`config.mk`:
```
export PLATFORM = sky130hd
export DESIGN_NAME = zigzag_rail_transpose_top
export DESIGN_NICKNAME = d
export VERILOG_FILES = /design/src/rtl/zrt_pkg.sv /design/src/rtl/zrt_order_gen.sv /design/src/rtl/zigzag_rail_transpose_top.sv
export SDC_FILE = /design/constraint.sdc
export NUM_CORES = 1
export LEC_CHECK = 0
export ABC_AREA = 1
export BUFFER_PORTS_ARGS = -buffer_cell sky130_fd_sc_hd__buf_4
export CAP_MARGIN = 10
export CELL_PAD_IN_SITES_DETAIL_PLACEMENT = 1
export CELL_PAD_IN_SITES_GLOBAL_PLACEMENT = 1
export CORE_MARGIN = 10
export CORE_UTILIZATION = 41
export CTS_BUF_LIST = sky130_fd_sc_hd__clkbuf_16
export CTS_CLUSTER_SIZE = 14
export DETAILED_ROUTE_END_ITERATION = 10
export PLACE_DENSITY_LB_ADDON = 0.08
export SYNTH_ARGS = -nofsm -noshare
export SYNTH_HDL_FRONTEND = slang
export SYNTH_SLANG_ARGS = --single-unit
export TNS_END_PERCENT = 5
```
`constraint.sdc`:
```
create_clock -name clk -period 5.7 [get_ports clk]
set_input_delay 1.14 -clock clk [delete_from_list [all_inputs] [get_ports clk]]
set_output_delay 1.14 -clock clk [all_outputs]
set_load 0.01 [all_outputs]
```
`src/rtl/zrt_pkg.sv`:
```
// ----------------------------------------------------------------------------
// zrt_pkg
// Shared sizes, types and state codes for the zigzag rail transposer.
// ----------------------------------------------------------------------------
package zrt_pkg;

  localparam int MAX_LEN = 64;                    // message buffer depth
  localparam int ADDR_W  = $clog2(MAX_LEN);       // buffer address
  localparam int CNT_W   = $clog2(MAX_LEN + 1);   // byte count 0..MAX_LEN
  localparam int POS_W   = CNT_W + 1;             // zigzag slot, below 3*MAX_LEN
  localparam int RAIL_W  = 7;                     // rail_count register
  localparam int BYTE_W  = 8;

  localparam logic [RAIL_W-1:0] RAIL_RESET = RAIL_W'(3);

  typedef enum logic {
    ST_IN,   // collecting message bytes
    ST_OUT   // gathering the transposed message
  } zrt_state_t;

  // Sequencer to datapath
  typedef struct packed {
    logic              issue;  // read the buffer this cycle
    logic [ADDR_W-1:0] addr;   // entry to read
    logic              last;   // this read is the final byte
    logic              busy;   // gather pass in progress
  } zrt_gen_t;

endpackage

```
`src/rtl/zrt_order_gen.sv`:
```
// ----------------------------------------------------------------------------
// zrt_order_gen
// Walks the zigzag slots rail by rail and issues buffer reads in output order.
// ----------------------------------------------------------------------------
module zrt_order_gen import zrt_pkg::*; (
  input  logic              clk,
  input  logic              rst,
  input  logic              start,     // begin a pass over n bytes
  input  logic [CNT_W-1:0]  n,
  input  logic [RAIL_W-1:0] rails,
  input  logic              step_en,   // output side can take a read
  output zrt_gen_t          gen
);

  logic              busy;
  logic [RAIL_W-1:0] row;
  logic [POS_W-1:0]  base;
  logic              phase;   // 0: down stroke slot, 1: up stroke slot
  logic [CNT_W-1:0]  issued;
  logic [CNT_W-1:0]  n_r;

  logic [RAIL_W-1:0] rails_eff;
  logic [RAIL_W:0]   period_full;
  logic [POS_W-1:0]  period;
  logic [POS_W-1:0]  step;
  logic [POS_W-1:0]  pos;
  logic [POS_W-1:0]  base_adv;
  logic              pass;
  logic              middle;
  logic              hit;
  logic              last;

  always_comb begin
    rails_eff   = (rails == '0) ? RAIL_W'(1) : rails;
    pass        = (rails_eff == RAIL_W'(1)) || (POS_W'(n_r) <= POS_W'(rails_eff));
    period_full = {rails_eff, 1'b0} - (RAIL_W+1)'(2);
    period      = POS_W'(period_full);
    step        = pass ? POS_W'(1) : period;
    middle      = !pass && (row != '0) && (row != rails_eff - RAIL_W'(1));
    pos         = phase ? (base + period - POS_W'(row)) : (base + POS_W'(row));
    base_adv    = base + step;
    hit         = busy && step_en && (pos < POS_W'(n_r));
    last        = (issued == n_r - CNT_W'(1));
  end

  always_ff @(posedge clk) begin
    if (rst) begin
      busy   <= 1'b0;
      row    <= '0;
      base   <= '0;
      phase  <= 1'b0;
      issued <= '0;
    end else if (start) begin
      busy   <= 1'b1;
      row    <= '0;
      base   <= '0;
      phase  <= 1'b0;
      issued <= '0;
    end else if (busy && step_en) begin
      if (hit) begin
        issued <= issued + CNT_W'(1);
        if (last) busy <= 1'b0;
      end
      if (!phase && middle) begin
        phase <= 1'b1;
      end else begin
        phase <= 1'b0;
        if (base_adv >= POS_W'(n_r)) begin
          row  <= row + RAIL_W'(1);
          base <= '0;
        end else begin
          base <= base_adv;
        end
      end
    end
  end

  always_ff @(posedge clk) begin
    if (start) n_r <= n;
  end

  always_comb begin
    gen.issue = hit;
    gen.addr  = pos[ADDR_W-1:0];
    gen.last  = last;
    gen.busy  = busy;
  end

endmodule

```
`src/rtl/zigzag_rail_transpose_top.sv`:
```
// ----------------------------------------------------------------------------
// zigzag_rail_transpose_top
// Rail fence transposition of a byte message held in an on-chip buffer.
// ----------------------------------------------------------------------------
//  channel   dir  beat contents                     handshake
//  s_*       in   tdata[7:0] in_byte, tlast in_last  tvalid/tready
//  m_*       out  tdata[7:0] out_byte, tlast out_last tvalid/tready
//  cfg_*     in   cfg_wdata[6:0] rail_count          cfg_we, no back-pressure
//
//  Input beats are taken one per cycle into the buffer while collecting.
//  The last-marked beat closes the message; input then stalls while the
//  sequencer walks the zigzag slots, one slot per cycle while the output
//  is not stalled. A slot past the end of the message yields no beat.
//  The buffer read is registered straight into the output register.
//  Reset: rail_count 3, buffer empty; the buffer itself is not cleared.
//  Output stalls simply hold the sequencer; no beat is lost.
// ----------------------------------------------------------------------------
module zigzag_rail_transpose_top import zrt_pkg::*; (
  input  logic              clk,
  input  logic              rst,
  input  logic              s_tvalid,
  output logic              s_tready,
  input  logic [7:0]        s_tdata,   // [7:0] in_byte
  input  logic              s_tlast,   // in_last
  output logic              m_tvalid,
  input  logic              m_tready,
  output logic [7:0]        m_tdata,   // [7:0] out_byte
  output logic              m_tlast,   // out_last
  input  logic              cfg_we,
  input  logic [RAIL_W-1:0] cfg_wdata  // rail_count
);

  // message buffer
  logic [BYTE_W-1:0] mem [MAX_LEN];

  zrt_state_t        state, state_next;
  logic [CNT_W-1:0]  fill;
  logic [CNT_W-1:0]  fill_after;
  logic [RAIL_W-1:0] rail_count;
  logic [BYTE_W-1:0] rd_data;
  logic              out_valid;
  logic              out_last;
  logic              in_beat;
  logic              start;
  logic              step_en;
  zrt_gen_t          gen;

  assign in_beat    = s_tvalid && s_tready;
  assign start      = in_beat && s_tlast;
  assign fill_after = (fill < CNT_W'(MAX_LEN)) ? fill + CNT_W'(1) : fill;
  assign step_en    = !out_valid || m_tready;

  // config register
  always_ff @(posedge clk) begin
    if (rst) rail_count <= RAIL_RESET;
    else if (cfg_we) rail_count <= cfg_wdata;
  end

  // next state
  always_comb begin
    state_next = state;
    unique case (state)
      ST_IN:  if (start) state_next = ST_OUT;
      ST_OUT: if (gen.issue && gen.last) state_next = ST_IN;
      default: state_next = ST_IN;
    endcase
  end

  // state outputs
  always_comb begin
    unique case (state)
      ST_IN:   s_tready = 1'b1;
      ST_OUT:  s_tready = 1'b0;
      default: s_tready = 1'b0;
    endcase
  end

  always_ff @(posedge clk) begin
    if (rst) begin
      state <= ST_IN;
      fill  <= '0;
    end else begin
      state <= state_next;
      if (in_beat) fill <= s_tlast ? '0 : fill_after;
    end
  end

  // buffer write: bytes past the buffer size are dropped
  always_ff @(posedge clk) begin
    if (in_beat && (fill < CNT_W'(MAX_LEN))) mem[fill[ADDR_W-1:0]] <= s_tdata;
  end

  // buffer read straight into the output register
  always_ff @(posedge clk) begin
    if (gen.issue) begin
      rd_data  <= mem[gen.addr];
      out_last <= gen.last;
    end
  end

  always_ff @(posedge clk) begin
    if (rst) out_valid <= 1'b0;
    else if (gen.issue) out_valid <= 1'b1;
    else if (m_tready) out_valid <= 1'b0;
  end

  zrt_order_gen u_gen (
    .clk     (clk),
    .rst     (rst),
    .start   (start),
    .n       (fill_after),
    .rails   (rail_count),
    .step_en (step_en),
    .gen     (gen)
  );

  assign m_tvalid = out_valid;
  assign m_tdata  = rd_data;
  assign m_tlast  = out_last;

endmodule

```
[Yosys cells after proc, flatten, opt, wreduce, memory -nomap -nowiden]
Memory sizes are Yosys's and may differ from the RTL's. A register that Yosys moved wholly into a read port is not among the register bits.
Index checks and enable logic that the tools add are counted.
Operators by class
  order comparisons: 4
  bitwise operators: 2
  mux-type cells: 19
  add/subtract/negate cells: 10
  eq/ne operators: 3
  reduce and logical (&&, ||, !) cells: 25
Operator list (count)
  8-bit two-way mux: 3
  7-bit by 1-bit adder with 7-bit output (second input constant): 3
  7-bit two-way mux: 3
  8-bit adder: 2
  7-bit by 1-bit subtractor with 7-bit output (second input constant): 2
  1-bit two-way mux: 11
  1-bit logical AND: 9
  8-bit by 7-bit adder with 8-bit output: 1
  8-bit by 7-bit >= comparator with 1-bit output: 1
  8-bit by 7-bit < comparator with 1-bit output: 1
  2-bit nonzero test: 4
  8-bit by 2-bit subtractor with 8-bit output (second input constant): 1
  8-bit by 7-bit subtractor with 8-bit output: 1
  7-bit by 1-bit == test with 1-bit output (second input constant): 1
  7-bit == test: 1
  7-bit <= comparator: 1
  7-bit zero test: 1
  7-bit < comparator (second input constant): 1
  7-bit != test: 1
  7-bit nonzero test: 1
  3-bit AND reduction: 2
  1-bit one-hot mux with 2 select lines: 2
  2-bit AND reduction: 2
  1-bit zero test: 3
  other kinds (3): 5
Word-level totals
  memory bits (writable): 512
  bits in registers: 48
  input bits: 21
  logic and storage cells: 75
  memories: 1
  output and inout port bits: 11
Memories
  mem: depth 64, bits a word 8, rd ports 1, clocked after memory_dff 1, write ports 1, line zigzag_rail_transpose_top.sv:34  | logic [BYTE_W-1:0] mem [MAX_LEN];

[Depth between registers and ports, before layout]
  word-level depth: 11
  mapped depth: 34
  gate-level depth less buffers: 34

[Cells and area by module]
Synthesis repeated with hierarchy kept, for this count alone.
Unflattened totals
  cells, all modules: 2411
  area, all modules: 25517.0 um^2
By module, submodules not included
  zigzag_rail_transpose_top: area an instance 22038.6 um^2, times used 1, seq. area each 15965.3 um^2, cells each 1903
  zrt_order_gen: area an instance 3478.3 um^2, times used 1, seq. area each 690.7 um^2, cells each 508

[Least setup slack after synthesis]
OpenSTA, ideal clock, no wires.
  kind: reg2reg
  start: reg rail_count[4]
  end: reg rd_data[0] (netlist: m_tdata[0]), read port of mem (enable)
  arrival time: 4.228 ns
  slack: 1.150 ns
  buffers on the path: 1
  period minus slack after synthesis: 4.550 ns
  stages on the path, launching flop included: 27
  setup time: 0.322 ns
  data required time: 5.378 ns
  cells stage by stage: dfxtp_1 nor2_1 nand2_2 inv_2 nand3_4 nand2_2 inv_1 ha_1 xnor2_1 inv_1 fa_1 ha_1 a21oi_1 inv_1 a31oi_1 xor2_1 inv_1 o21ai_2 buf_2 inv_1 ha_1 a21o_1 a21oi_1 nor2_1 nor2_2 nand2_2 inv_2
On the way
  longest elaborated chain between the ends: 8
RTL lines
  start: declaration: line zigzag_rail_transpose_top.sv:39  | logic [RAIL_W-1:0] rail_count;
  start signal: assignment: line zigzag_rail_transpose_top.sv:56  | else if (cfg_we) rail_count <= cfg_wdata;
  7-bit zero test: line zrt_order_gen.sv:34  | rails_eff = (rails == '0) ? RAIL_W'(1) : rails;
  7-bit two-way mux *: line zrt_order_gen.sv:34
  8-bit by 2-bit subtractor with 8-bit output *: line zrt_order_gen.sv:36  | period_full = {rails_eff, 1'b0} - (RAIL_W+1)'(2);
  8-bit adder *: line zrt_order_gen.sv:40  | pos = phase ? (base + period - POS_W'(row)) : (base + POS_W'(row));
  8-bit by 7-bit subtractor with 8-bit output *: line zrt_order_gen.sv:40
  8-bit two-way mux *: line zrt_order_gen.sv:40
  8-bit by 7-bit < comparator with 1-bit output *: line zrt_order_gen.sv:42  | hit = busy && step_en && (pos < POS_W'(n_r));
  1-bit logical AND *: line zrt_order_gen.sv:42
  named net u_gen.hit: line zrt_order_gen.sv:30  | logic hit;
  end: declaration: line zigzag_rail_transpose_top.sv:40  | logic [BYTE_W-1:0] rd_data;
The timed path passes the listed nets; every way through them passes the cells marked *.
A chain may end at the register's enable or synchronous reset.

[Worst setup path in the final report]
  start: reg rail_count[4]
  end: reg u_gen.issued[2]
On the way
  longest elaborated chain between the ends: 9
RTL lines
  7-bit zero test: line zrt_order_gen.sv:34
  7-bit two-way mux *: line zrt_order_gen.sv:34
  8-bit by 2-bit subtractor with 8-bit output *: line zrt_order_gen.sv:36
  8-bit adder *: line zrt_order_gen.sv:40
  8-bit by 7-bit subtractor with 8-bit output *: line zrt_order_gen.sv:40
  8-bit two-way mux *: line zrt_order_gen.sv:40
  8-bit by 7-bit < comparator with 1-bit output *: line zrt_order_gen.sv:42
  1-bit logical AND *: line zrt_order_gen.sv:42
  named net u_gen.hit: line zrt_order_gen.sv:30
  2-bit AND reduction (no source line) *
  end signal: assignment: line zrt_order_gen.sv:61  | issued <= issued + CNT_W'(1);
  end: declaration: line zrt_order_gen.sv:19  | logic [CNT_W-1:0] issued;
Marked as above.

==> impl_results.md <==
* Reg2reg start: rail_count[4]
* Clock power frac at 0.421
* RSZ-0062 raised after global routing: false
* Clk_lat worst skew at 600 ps
* Max Cap Violations at 0
* Synthesized flop and latch total at 568
* Total number of vias at 17900
* Relative slew slack at 0.310
* Routed Antenna Nets at 0
* Maximum clock frequency at 196 MHz
* Die area at 72700 um2
* Layout cells sized above 1 at 0.0716
* Critical Path AT at 5580 ps
* Slowest CP cell: fa_1
* # hold bufs at CTS at 0
* Syn Inst Count at 2514
* Commonest cells after routing, fill and taps aside: nand2_1 (1057), edfxtp_1 (528), nand3_1 (241), inv_1 (109), nor2_1 (107)
* Gate power share at 0.108
* Area Growth Syn to Fin at 12.3%
* Clk buf depth at 3
* CP endpoint kind: flip-flop
* Pint at 7.29 mW
* CTS tree: yes
* Most common cell after layout, fill and taps aside: nand2_1
* Die X at 270 um
* Final Instance Area at 28700 um2
* CP most frequent cell: inv_1
* Synthesized cell area at 25500 um2
* Pin count of the biggest net entering global routing at 159
* Average size of a mapped cell at 10.2 um2
* Reg2Reg Depth at 28
* Vias per cell at 5.25
* Hold Fails Final Rpt at 0
* Fin. max-slew vios at 0
* Final setup viols at 0
* Clock transition at path regs at 60 ps
* Initial DRC Count at 1193
* Crit path max fanout at 16
* Drt total wl at 74500 um
* Status: complete, no violations
* Hold Path End: state
* # diodes at 0
* GRT Overall Usage at 0.203
* Setup TNS Final at 0 ps
* Antenna violations before repair at 0
* Period Utilization, post-route at 0.895
* CTS Sinks at 568
* Via count of the first global-routing pass at 18500
* Hold Crit Class: flip-flop to flip-flop
* Path type of the worst setup path: flip-flop to flip-flop
* DRC at 0
* Startpoint types: flip-flop
* Unique masters post-synth at 45
* Post-Syn Nets at 2591
* # port buffers at 31
* Routability cong. at 0.848
* Core ar. at 61700 um2
* Dpl cells at 3293
* Lkg Pwr at 11.1 nW
* Std-Cell Rows at 91
* Fin nets at 2601
* Ys Warns at 0
* Post-CTS Setup Repair Bufs at 0
* Worst hold slack at 498 ps
* Pwr Total at 9.79 mW
* Grt total ovfl at 0
* Io pins at 32
* Max Clock Skew at 25.6 ps
* Max rail drop VDD at 263 uV
* Register share of total power at 0.471
* Clock Tree Root: clkbuf_16
* FF-to-FF End: u_gen.issued[2]
* Initial Utilization at 0.414
* First-pass GRT wire length at 114000 um
* Die Y at 270 um
* Total CTS buffers at 66
* DR WL/cell at 21.9 um
* Hold path start: state
* Min Tclk post-route at 5100 ps
* Switching share of power at 0.255
* Finished Layout Cells at 3408
* Most used flip-flop cell after synthesis: edfxtp_1
* Critical path data required time at 6180 ps
* Hold depth at 2
* H-tree levels at 3
* Worst-Margin Slew at 1030 ps
* P_sw at 2.50 mW
* Ys async rst share at 0
* P per Cell Area at 341 nW/um2
* Max stage delay on crit path at 450 ps
* Sequential element share of the synthesized area at 0.652
* Drt pass-1 iters at 5
* Post-Place Cell Area at 26600 um2
* Hpwl dp at 45700 um
* Number of synthesized flops with an enable pin at 528
* Reg-to-reg slack, setup at 600 ps
==> how the worst max path moves through the flow <==
stage	from	to	slack, ps
2_1_floorplan	rail_count[4]	m_tdata[0]	1150
3_3_place_gp	rail_count[4]	u_gen.issued[2]	670
3_5_place_dp	rail_count[4]	u_gen.issued[6]	410
4_1_cts	rail_count[4]	u_gen.issued[6]	370
5_1_grt	rail_count[4]	u_gen.issued[2]	140
6_report	rail_count[4]	u_gen.issued[2]	600
==> cells by family (layout without fill, tap and decap cells) <==
family,after synthesis,count (layout),share of synthesized area
AND/OR/NAND/NOR,1452,1452,0.231
flip-flops,568,568,0.652
buffers and inverters,219,276,0.0342
AO/OA/AOI/OAI,187,187,0.0410
adder cells (fa/ha/maj),56,56,0.0301
XOR/XNOR,32,32,0.0110
==> final cells by class <==
cell class              count  area [um2]
multi-input cells        1727        8040
clock buffers              68        1700
well taps                 837        1050
fillers                  6775       33000
repair buffers             57         465
clock inverters            47         378
inverters                 104         399
flip-flops and latches    568       16700
==> critical path, delay by kind of cell (launching register included) <==
| family | cells | cell delay [ps] |
|---|---|---|
| adders and majority gates | 4 | 1350 |
| AOI/OAI and AO/OA | 5 | 820 |
| buffers and inverters | 7 | 730 |
| DFF | 1 | 340 |
| and+or+nand+nor | 10 | 1240 |
| xor gates and xnor gates | 2 | 500 |
==> cells in the mapped netlist (all sizes together) (8+ instances only) <==
library cell | n | area (um2)
inv | 102 | 383
a21oi | 66 | 342
dfxtp | 40 | 801
o21ai | 90 | 458
nand4 | 11 | 68.8
ha | 47 | 588
fa | 9 | 180
nand3 | 246 | 1270
nor2 | 112 | 438
clkbuf | 73 | 274
nand2 | 1071 | 4060
buf | 42 | 210
edfxtp | 528 | 15900
xnor2 | 8 | 70.1
xor2 | 24 | 210
o211ai | 17 | 128
==> flip-flops by register name (all words and copies together) (netlist names) <==
signal / flops
m_tlast: 1
u_gen.base: 8
u_gen.busy: 1
u_gen.row: 7
m_tvalid: 1
fill: 7
u_gen.issued: 7
state: 1
u_gen.phase: 1
rail_count: 7
u_gen.n_r: 7
mem: 512
m_tdata: 8
==> per-layer routing <==
metal  track usage  share of wire  vias to the layer above
li1              -              -                     8517
met1         0.274           0.46                     8911
met2         0.328           0.47                      340
met3        0.0346          0.045                      130
met4        0.0664          0.031                        0
met5             0              0                        -
==> power groups by stage <==
stage               registers, mW  logic (mW)  clock network, mW
CTS                          4.61        1.07               4.20
floorplan                    4.69       0.643                  0
global route                 4.61        1.18               4.38
global placement             4.70        1.04                  0
detailed placement           4.70        1.06                  0
finish                       4.62        1.05               4.12
==> through the flow <==
stage / utilization / setup WS [ps]
4_1_cts: 0.465 / 370
2_1_floorplan: - / 1150
3_3_place_gp: 0.431 / 673
6_report: 0.465 / 596
3_5_place_dp: 0.431 / 407
5_1_grt: 0.465 / 139
==> timing repair <==
action                                  in CTS  in global routing
gates resized for setup                      0                  2
endpoints found under the hold margin        0                  0
endpoints found under the setup margin       0                  5
Note: power is estimated with default switching activity, not from simulation.
